$ cat config.mk
export PLATFORM = sky130hd
export DESIGN_NAME = mcbpp_queue
export DESIGN_NICKNAME = d
export VERILOG_FILES = /design/src/rtl/mcbpp_pkg.sv /design/src/rtl/mcbpp_queue.sv
export SDC_FILE = /design/constraint.sdc
export NUM_CORES = 1
export LEC_CHECK = 0
export BUFFER_PORTS_ARGS = -buffer_cell sky130_fd_sc_hd__buf_2
export CAP_MARGIN = 20
export CORE_MARGIN = 4
export CORE_UTILIZATION = 42
export DETAILED_ROUTE_END_ITERATION = 6
export HOLD_SLACK_MARGIN = 0.02
export SYNTH_ARGS = -nofsm -noshare
export SYNTH_HDL_FRONTEND = slang
export SYNTH_SLANG_ARGS = --single-unit
$ cat constraint.sdc
create_clock -name i_clk -period 3.2 [get_ports i_clk]
set_input_delay 0.48 -clock i_clk [delete_from_list [all_inputs] [get_ports i_clk]]
set_output_delay 0.48 -clock i_clk [all_outputs]
set_load 0.05 [all_outputs]
$ cat src/rtl/mcbpp_pkg.sv
// ----------------------------------------------------------------------------
// mcbpp_pkg
// shared sizes, codes, command type and helpers for the byte pipe pool
// ----------------------------------------------------------------------------
package mcbpp_pkg;

    // pool geometry
    localparam int PIPE_COUNT     = 32;
    localparam int BUFFER_DEPTH   = 4096;
    localparam int MAX_READ_BURST = 64;

    // fixed field widths
    localparam int REQ_W    = 2;
    localparam int DESC_W   = 6;
    localparam int BYTE_W   = 8;
    localparam int LEN_W    = 7;
    localparam int STATUS_W = 3;
    localparam int ID_W     = 5;

    // derived widths
    localparam int PIPE_W   = (PIPE_COUNT > 1) ? $clog2(PIPE_COUNT) : 1;
    localparam int ID_EXT_W = (PIPE_W > ID_W) ? PIPE_W : ID_W;
    localparam int PTR_W    = $clog2(BUFFER_DEPTH);
    localparam int FILL_W   = $clog2(BUFFER_DEPTH + 1);
    localparam int SUM_W    = $clog2(2 * BUFFER_DEPTH);
    localparam int CNT_W    = $clog2(MAX_READ_BURST + 1);
    localparam int CMP_W    = (CNT_W > FILL_W) ? CNT_W : FILL_W;
    localparam int STORE_DEPTH = PIPE_COUNT * BUFFER_DEPTH;
    localparam int ADDR_W   = $clog2(STORE_DEPTH);

    // command queue between front and back, power of two deep
    localparam int QUEUE_DEPTH = 4;
    localparam int QPTR_W      = $clog2(QUEUE_DEPTH);

    typedef enum logic [REQ_W-1:0] {
        REQ_CREATE = 2'd0,
        REQ_WRITE  = 2'd1,
        REQ_READ   = 2'd2,
        REQ_CLOSE  = 2'd3
    } t_req;

    typedef enum logic [STATUS_W-1:0] {
        ST_OK     = 3'd0,
        ST_BADFD  = 3'd1,
        ST_BROKEN = 3'd2,
        ST_BLOCK  = 3'd3,
        ST_EOF    = 3'd4,
        ST_NOPIPE = 3'd5
    } t_status;

    typedef enum logic [1:0] {
        CMD_RESP  = 2'd0,
        CMD_WRITE = 2'd1,
        CMD_READ  = 2'd2
    } t_cmd_kind;

    typedef struct packed {
        t_cmd_kind         kind;
        t_status           status;
        logic [ID_W-1:0]   id;
        logic [PIPE_W-1:0] pipe;
        logic [PTR_W-1:0]  ptr;
        logic [BYTE_W-1:0] data;
        logic [CNT_W-1:0]  count;
    } t_cmd;

    // ring pointer advance with wrap at the buffer depth
    function automatic logic [PTR_W-1:0] ptr_inc(input logic [PTR_W-1:0] p);
        ptr_inc = (p == PTR_W'(BUFFER_DEPTH - 1)) ? '0 : p + 1'b1;
    endfunction

    // flat byte store address of one pipe slot
    function automatic logic [ADDR_W-1:0] store_addr(input logic [PIPE_W-1:0] pipe,
                                                     input logic [PTR_W-1:0]  ptr);
        store_addr = ADDR_W'(pipe) * ADDR_W'(BUFFER_DEPTH) + ADDR_W'(ptr);
    endfunction

endpackage

$ cat src/rtl/mcbpp_queue.sv
// ----------------------------------------------------------------------------
// mcbpp_queue
// short command queue between the front and back ends
// ----------------------------------------------------------------------------
module mcbpp_queue (
    input  logic            i_clk,
    input  logic            i_rst_n,
    input  logic            i_push,
    input  mcbpp_pkg::t_cmd i_cmd,
    output logic            o_full,
    input  logic            i_pop,
    output mcbpp_pkg::t_cmd o_head,
    output logic            o_empty
);

    mcbpp_pkg::t_cmd r_mem [mcbpp_pkg::QUEUE_DEPTH];
    logic [mcbpp_pkg::QPTR_W-1:0] r_wr;
    logic [mcbpp_pkg::QPTR_W-1:0] r_rd;
    logic [mcbpp_pkg::QPTR_W:0]   r_cnt;

    assign o_full  = (r_cnt == (mcbpp_pkg::QPTR_W + 1)'(mcbpp_pkg::QUEUE_DEPTH));
    assign o_empty = (r_cnt == '0);
    assign o_head  = r_mem[r_rd];

    always_ff @(posedge i_clk) begin
        if (!i_rst_n) begin
            r_wr  <= '0;
            r_rd  <= '0;
            r_cnt <= '0;
        end else begin
            if (i_push) begin
                r_wr <= r_wr + 1'b1;
            end
            if (i_pop) begin
                r_rd <= r_rd + 1'b1;
            end
            if (i_push && !i_pop) begin
                r_cnt <= r_cnt + 1'b1;
            end else if (i_pop && !i_push) begin
                r_cnt <= r_cnt - 1'b1;
            end
        end
    end

    always_ff @(posedge i_clk) begin
        if (i_push) begin
            r_mem[r_wr] <= i_cmd;
        end
    end

endmodule

Word level (Yosys, flattened, before mapping)
Memories as Yosys holds them, arrays and structs flattened. A register that Yosys moved wholly into a read port is not among the register bits.
Cells that the tools add are included.
- logic and storage cells: 21
- memories kept: 1
- bits in registers: 7
- bits in writable memories: 168
- bits of input ports: 46
- output and inout port bits: 44
- memory list (memory ; words ; width ; read ports ; clocked after memory_dff ; wr ports ; RTL line ; source):
    r_mem ; 4 ; 42 ; 1 ; 1 ; 1 ; mcbpp_queue.sv:16 ; mcbpp_pkg::t_cmd r_mem [mcbpp_pkg::QUEUE_DEPTH];
- reductions and logical operators: 6
- equal/unequal tests: 1
- mux-type cells: 6
- add/sub/neg operators: 4
- operators with widths (cell ; count):
    $mux W3 ; 2
    $add A2 B1 Y2 const B ; 2
    $mux W2 ; 2
    $add A3 B1 Y3 const B ; 1
    $eq A3 B3 Y1 const B ; 1
    $logic_not A3 Y1 ; 1
    $sub A3 B1 Y3 const B ; 1
    $logic_and A1 B1 Y1 ; 2
    $logic_not A1 Y1 ; 2
    $mux W1 ; 2
    $reduce_bool A2 Y1 ; 1

Longest topological paths before layout
Gate-level depths: netlist of the first run.
- depth after elaboration: 4
- mapped depth: 7

Least setup slack after synthesis of the first run
Ideal clock, no wire load.
- kind: register to output
- start point: reg r_cnt[1] in the netlist's numbering
- end point: out o_full
- stages on the path, launching flop included: 2
- data arrival time: 1.502 ns
- path buffers: 0
- path slack: 1.218 ns
- cells stage by stage: dfxtp_1 > nor3b_1
- word-level cells in the longest chain between the ends: 1
- ends and longest elaborated chain (item ; RTL line ; source):
    start: declaration ; mcbpp_queue.sv:19 ; logic [mcbpp_pkg::QPTR_W:0] r_cnt;
    start signal: assignment ; mcbpp_queue.sv:38 ; r_cnt <= r_cnt + 1'b1;
    start signal: assignment ; mcbpp_queue.sv:40 ; r_cnt <= r_cnt - 1'b1;
    $eq A3 B3 Y1 ; mcbpp_queue.sv:21 ; assign o_full = (r_cnt == (mcbpp_pkg::QPTR_W + 1)'(mcbpp_pkg::QUEUE_DEPTH));
    end: declaration ; mcbpp_queue.sv:10 ; output logic o_full,
No other way between the ends.

==> results.txt, run 1 <==
Num CTS Buffers = 17
number of vias in the routed layout = 2929
hold endpoint = r_mem[2][0]
Comb pwr share = 0.142
clock sinks = 177
layout cell share with drive strength beyond 1 = 0.442
global router's overall resource usage = 0.136
number of setup violations in the final report = 0
Die W = 133 um
hold_buf cts = 0
worst setup margin = 0.568 ns
worst hold start = i_cmd[0]
crit-path cells = buf_4 > mux4_2 > buf_2
endpoint type of the worst setup path = output pin
Die ar. = 17700 um^2
Synthesized Nets = 315
sw power = 1.33 mW
initial antenna violation count = 0
crit share post-route = 0.823
#FFs+latches synth = 177
status = completed
sequential cell area fraction in the yosys report = 0.797
WHS Path Cells = 1
distinct cell type count after synthesis = 22
Post-Route WL = 11300 um
most frequent cells in the layout = edfxtp_1 (168), buf_2 (89), mux4_2 (40), clkbuf_16 (17), dfxtp_1 (7)
Post-Syn Area = 6560 um^2
R2R Path Start = r_wr[0]
commonest non-fill, non-tap cell in the layout = edfxtp_1
max incr delay on CP = 0.68 ns
Die Ht = 133 um
Critical Path RT = 2.72 ns
GPL Wtd Cong = 0.687
Synth Instances = 263
global route overflow = 0
Worst Reg-to-Reg Cells = 4
Final HPWL DP = 7020 um
vias in the first global route = 3212
total iterations of the first detailed-routing run = 6
DRC = 0
I/O pins = 90
Peak Freq = 380 MHz
switch share = 0.253
Detail Route Antenna Nets = 0
CTS max path bufs = 2
# rows = 45
Worst R2R End = r_mem[0][6]
cts repair resizes = 0
H-tree levels = 4
Bufs and invs on worst path = 2
pin count of the biggest net entering global routing = 32
syn avg cell area = 24.9 um^2
clk_lat worst skew = 0.41 ns
# port buffers = 89
clock share of power = 0.344
Final nets = 421
Arrival @ worst endpoint = 2.15 ns
worst vdd ir = 0.000375 V
dpl ws = 0.942 ns
CTS tree = built
Synth-to-Final Area Change = 19.1%
power per cell area = 677 nW/um^2
Max FO, Critical Path = 24
CP max-delay cell = dfxtp_4
max cap viols = 0
Clk pin slew, worst setup/hold paths = 0.06 ns
Root Driver = clkbuf_16
Min-Delay Path Class = input pin to flip-flop
Period minus WS final = 2.63 ns
total negative slack = 0 ns
P_leak = 2.65 nW
Reg2Reg Setup Slack = 1.49 ns
Iter 0 DRT Violations = 197
internal power = 3.95 mW
final hold vios = 0
Tightest Pin Transition = 0.616 ns
RSZ-0062 raised after global routing = no
relative slew slack = 0.589
Max Clock Skew = 0.00771 ns
via-per-instance ratio = 4.94
core area = 15300 um^2
Yosys warnings = 0
final max-slew violation count = 0
effective utilization at floorplan = 0.430
routed len/inst = 19.1 um
ANT cells = 0
Seq pwr share = 0.513
first-pass GRT wire length = 17900 um
critical path class = flip-flop to output pin
CP Launch Type = flip-flop
critical path's top delay family = flip-flops
setup bufs post-CTS = 0
==> per-stage QoR <==
step	utilization	cell area, um^2	cells	power, mW	hold WS [ns]
global placement	0.477	7290	561	3.51	0.500
finish	0.512	7810	593	5.28	0.276
floorplan	-	6560	263	3.33	0.472
detailed placement	0.477	7290	561	3.53	0.519
global route	0.512	7810	593	5.50	0.253
CTS	0.512	7810	593	5.35	0.255
==> power by group through the flow <==
stage,Sequential [mW],Clock (mW),Combinational (mW)
floorplan,2.73,0,0.599
global placement,2.76,0,0.755
detailed placement,2.77,0,0.764
CTS,2.72,1.87,0.766
global route,2.72,1.98,0.796
finish,2.71,1.82,0.753
==> synthesized netlist by cell type <==
cell type | count | share of area
dfxtp_1 | 9 | 0.027
buf_2 | 4 | 0.0031
buf_6 | 1 | 0.0017
nor2b_1 | 2 | 0.0019
fa_1 | 1 | 0.0031
and2_1 | 9 | 0.0086
mux4_2 | 40 | 0.14
xor2_1 | 3 | 0.0040
edfxtp_1 | 168 | 0.77
mux4_1 | 2 | 0.0080
clkbuf_1 | 1 | 0.00057
xnor2_1 | 2 | 0.0027
nor3b_1 | 1 | 0.0011
nor3_1 | 1 | 0.00076
inv_1 | 4 | 0.0023
mux2i_1 | 2 | 0.0031
ha_1 | 5 | 0.0095
o21ai_0 | 1 | 0.00076
buf_12 | 4 | 0.012
a21boi_0 | 1 | 0.0011
nand2_1 | 1 | 0.00057
or3_1 | 1 | 0.00095
==> flip-flops by register name, summed over array words and instances (netlist names), named ones only <==
name	flops
r_mem	168
r_wr	2
r_rd	2
r_cnt	3
==> worst register-to-register path, delay by kind of cell (launching register included) <==
kind	cells	cell delay [ns]
buffers and inverters	2	0.37
and+or+nand+nor	1	0.54
DFF	1	0.34
adders and majority gates	1	0.14
==> final cells by class <==
class,instances,area [um^2]
Clock buffer,26,489
Timing Repair Buffer,97,568
Tap cell,211,264
Multi-Input combinational cell,72,1210
Fill cell,1224,7450
Inverter,4,15.0
Sequential cell,177,5230
Clock inverter,6,35.0
==> how the worst max path moves through the flow <==
stage          startpoint         end  cells after the start
6_report        flip-flop  o_head[10]                      3
3_3_place_gp    flip-flop  o_head[11]                      3
2_1_floorplan    r_cnt[1]      o_full                      1
3_5_place_dp    flip-flop  o_head[10]                      3
4_1_cts         flip-flop  o_head[10]                      3
5_1_grt         flip-flop   o_head[8]                      3
==> routing by layer <==
metal | track usage | share of wire | wire [um]
met5 | 0 | 0 | 0
met4 | 0.0485 | 0.014 | 155
met3 | 0.0510 | 0.054 | 606
met2 | 0.216 | 0.50 | 5620
met1 | 0.173 | 0.43 | 4910
==> kinds of logic (layout without fill, tap and decap cells) <==
family | Yosys count | count (layout) | synth area share
mux | 44 | 44 | 0.148
fa+ha+maj | 6 | 6 | 0.0126
xor+xnor | 5 | 5 | 0.00668
simple gates | 15 | 15 | 0.0139
compound gates | 2 | 2 | 0.00191
flops | 177 | 177 | 0.797
buf+inv | 14 | 133 | 0.0198
Power figures use the tool's default switching activity.
==> inputs of run 2 (changes only) <==
- ABC_AREA: default -> 1
- clock period: 3.2 -> 2.1 ns (I/O delays scaled with it)
==> results.txt, run 2 <==
status = completed
Die Ht = 134 um
Final HPWL DP = 7490 um
layout cell share with drive strength beyond 1 = 0.233
most frequent cells in the layout = edfxtp_1 (168), nor2_1 (89), buf_2 (80), o21ai_0 (64), o22ai_1 (42)
Final nets = 609
GPL Wtd Cong = 0.764
hold_buf cts = 0
Max Clock Skew = 0.00805 ns
P_leak = 2.83 nW
Tightest Pin Transition = 0.282 ns
via-per-instance ratio = 5.06
most numerous cell in the Yosys netlist = edfxtp_1
core area = 15400 um^2
CTS max path bufs = 2
Synthesized Nets = 516
Die W = 134 um
max cap viols = 0
initial antenna violation count = 1
worst hold start = i_cmd[0]
Synth-to-Final Area Change = 19.6%
Max FO, Critical Path = 50
top post-synthesis cells by area = edfxtp_1 (76%), nor2_1 (5.0%), o21ai_0 (4.8%)
first-pass GRT wire length = 21100 um
CTS tree = built
Yosys warnings = 0
relative slew slack = 0.812
commonest non-fill, non-tap cell in the layout = edfxtp_1
minimum hold slack = 0.109 ns
Root Driver = clkbuf_16
RSZ-0062 raised after global routing = yes
Critical Path RT = 1.78 ns
R2R Path Start = r_wr[0]
Synth Instances = 464
vias in the first global route = 4022
CP Launch Type = flip-flop
# port buffers = 89
Worst Reg-to-Reg Cells = 5
total iterations of the first detailed-routing run = 4
Detail Route Antenna Nets = 0
H-tree levels = 4
# rows = 45
Min-Delay Path Class = input pin to flip-flop
WHS Path Cells = 1
pin count of the biggest net entering global routing = 51
Async S/R FF share, synth = 0
syn avg cell area = 14.4 um^2
Post-Syn Area = 6660 um^2
biggest regs = r_mem (168), r_cnt (3)
Synth top area share = 0.758
top post-synthesis cells by count = edfxtp_1 (168), nor2_1 (89), o21ai_0 (64)
power per cell area = 1010 nW/um^2
largest register by flop count = r_mem
worst vdd ir = 0.000593 V
Peak Freq = 495 MHz
fillcell total = 1308
I/O pins = 90
distinct cell type count after synthesis = 18
Worst R2R End = r_mem[2][24]
clk_lat worst skew = 0.42 ns
Clk pin slew, worst setup/hold paths = 0.06 ns
routed len/inst = 17.1 um
Arrival @ worst endpoint = 1.70 ns
endpoint type of the worst setup path = output pin
effective utilization at floorplan = 0.433
Num CTS Buffers = 17
total power = 8.08 mW
clock sinks = 177
max reg flops = 168
cell type with the largest total area after synthesis = edfxtp_1
Post-synth EDFFs = 168
final hold vios = 0
global route overflow = 0
Post-Route WL = 13400 um
Reg2Reg Setup Slack = 0.77 ns
Iter 0 DRT Violations = 275
sequential cell area fraction in the yosys report = 0.785
number of setup violations in the final report = 0
number of vias in the routed layout = 3956
final max-slew violation count = 0
DRC = 0
setup bufs post-CTS = 0
critical path class = flip-flop to output pin
#FFs+latches synth = 177
Period minus WS final = 2.02 ns
Top FF cell, synth = edfxtp_1
Die ar. = 17900 um^2
hold endpoint = r_mem[2][0]
global router's overall resource usage = 0.155
crit share post-route = 0.962
## run 2: cell count changes after synthesis, moves of 8 or more
cell,previous run,this run
inv_1,4,15
and2_1,9,0
o22ai_1,0,42
o21ai_0,1,64
mux4_2,40,0
o21ai_1,0,26
nor2_1,0,89
clkbuf_1,1,12
nand2_1,1,9
## run 2: per-stage QoR
stage          cells  instance area (um^2)  utilization  setup TNS, ns  setup slack, ns
6_report         782                  7960        0.518              0           0.0805
5_1_grt          781                  7960        0.518        -0.0296          -0.0173
4_1_cts          781                  7930        0.516              0           0.0174
3_5_place_dp     749                  7360        0.479              0            0.294
3_3_place_gp     749                  7360        0.479              0            0.350
2_1_floorplan    464                  6660            -              0            0.193
## run 2: logic make-up (layout without fill, tap and decap cells)
| group | after synthesis | in the layout | share of synthesized area |
|---|---|---|---|
| fa+ha+maj | 6 | 6 | 0.0124 |
| compound gates | 136 | 136 | 0.110 |
| simple gates | 102 | 102 | 0.0584 |
| flops | 177 | 177 | 0.785 |
| buf+inv | 43 | 149 | 0.0344 |
| other cells | 0 | 1 | 0 |
## run 2: routing by layer
| layer | up-vias | track usage | wire (um) |
|---|---|---|---|
| met5 | - | 0 | 7 |
| met4 | 2 | 0.0577 | 170 |
| met3 | 16 | 0.0544 | 1020 |
| met2 | 111 | 0.248 | 6370 |
| met1 | 1913 | 0.196 | 5830 |
| li1 | 1914 | - | - |
## run 2: how the worst max path moves through the flow
stage,from,endpoint,slack [ns],cells past startpoint
after CTS,flip-flop,o_head[19],0.02,4
final,flip-flop,o_head[18],0.08,5
after global routing,flip-flop,o_head[31],-0.02,5
after global placement,flip-flop,o_head[13],0.35,4
after detailed placement,flip-flop,o_head[13],0.29,4
after floorplan,flip-flop,o_head[10],0.19,6
## run 2: worst max-delay path: stages (launching register included)
cell and delay, ns:
dfxtp_2 0.35, inv_2 0.10, buf_12 0.23, nor2_1 0.06
o22ai_1 0.23, buf_2 0.31
## run 2: final cells by class
type,count,area [um^2],share of cell area
Antenna cell,1,2.50,0.000314
Clock buffer,27,493,0.0619
Clock inverter,5,55.1,0.00691
Inverter,17,63.8,0.00801
Multi-Input combinational cell,244,1200,0.151
Sequential cell,177,5230,0.656
Tap cell,211,264,0.0332
Timing Repair Buffer,100,653,0.0820
## run 2: what timing repair did
action | CTS | global route
pin swaps | 0 | 0
gates resized for setup | 5 | 12
setup endpoints to repair | 29 | 23
## run 2: power breakdown
group | total (mW) | switching [mW] | internal, mW
logic | 1.11 | 0.836 | 0.275
registers | 4.07 | 0.0419 | 4.03
clock network | 2.90 | 1.17 | 1.72
total | 8.08 | 2.05 | 6.03
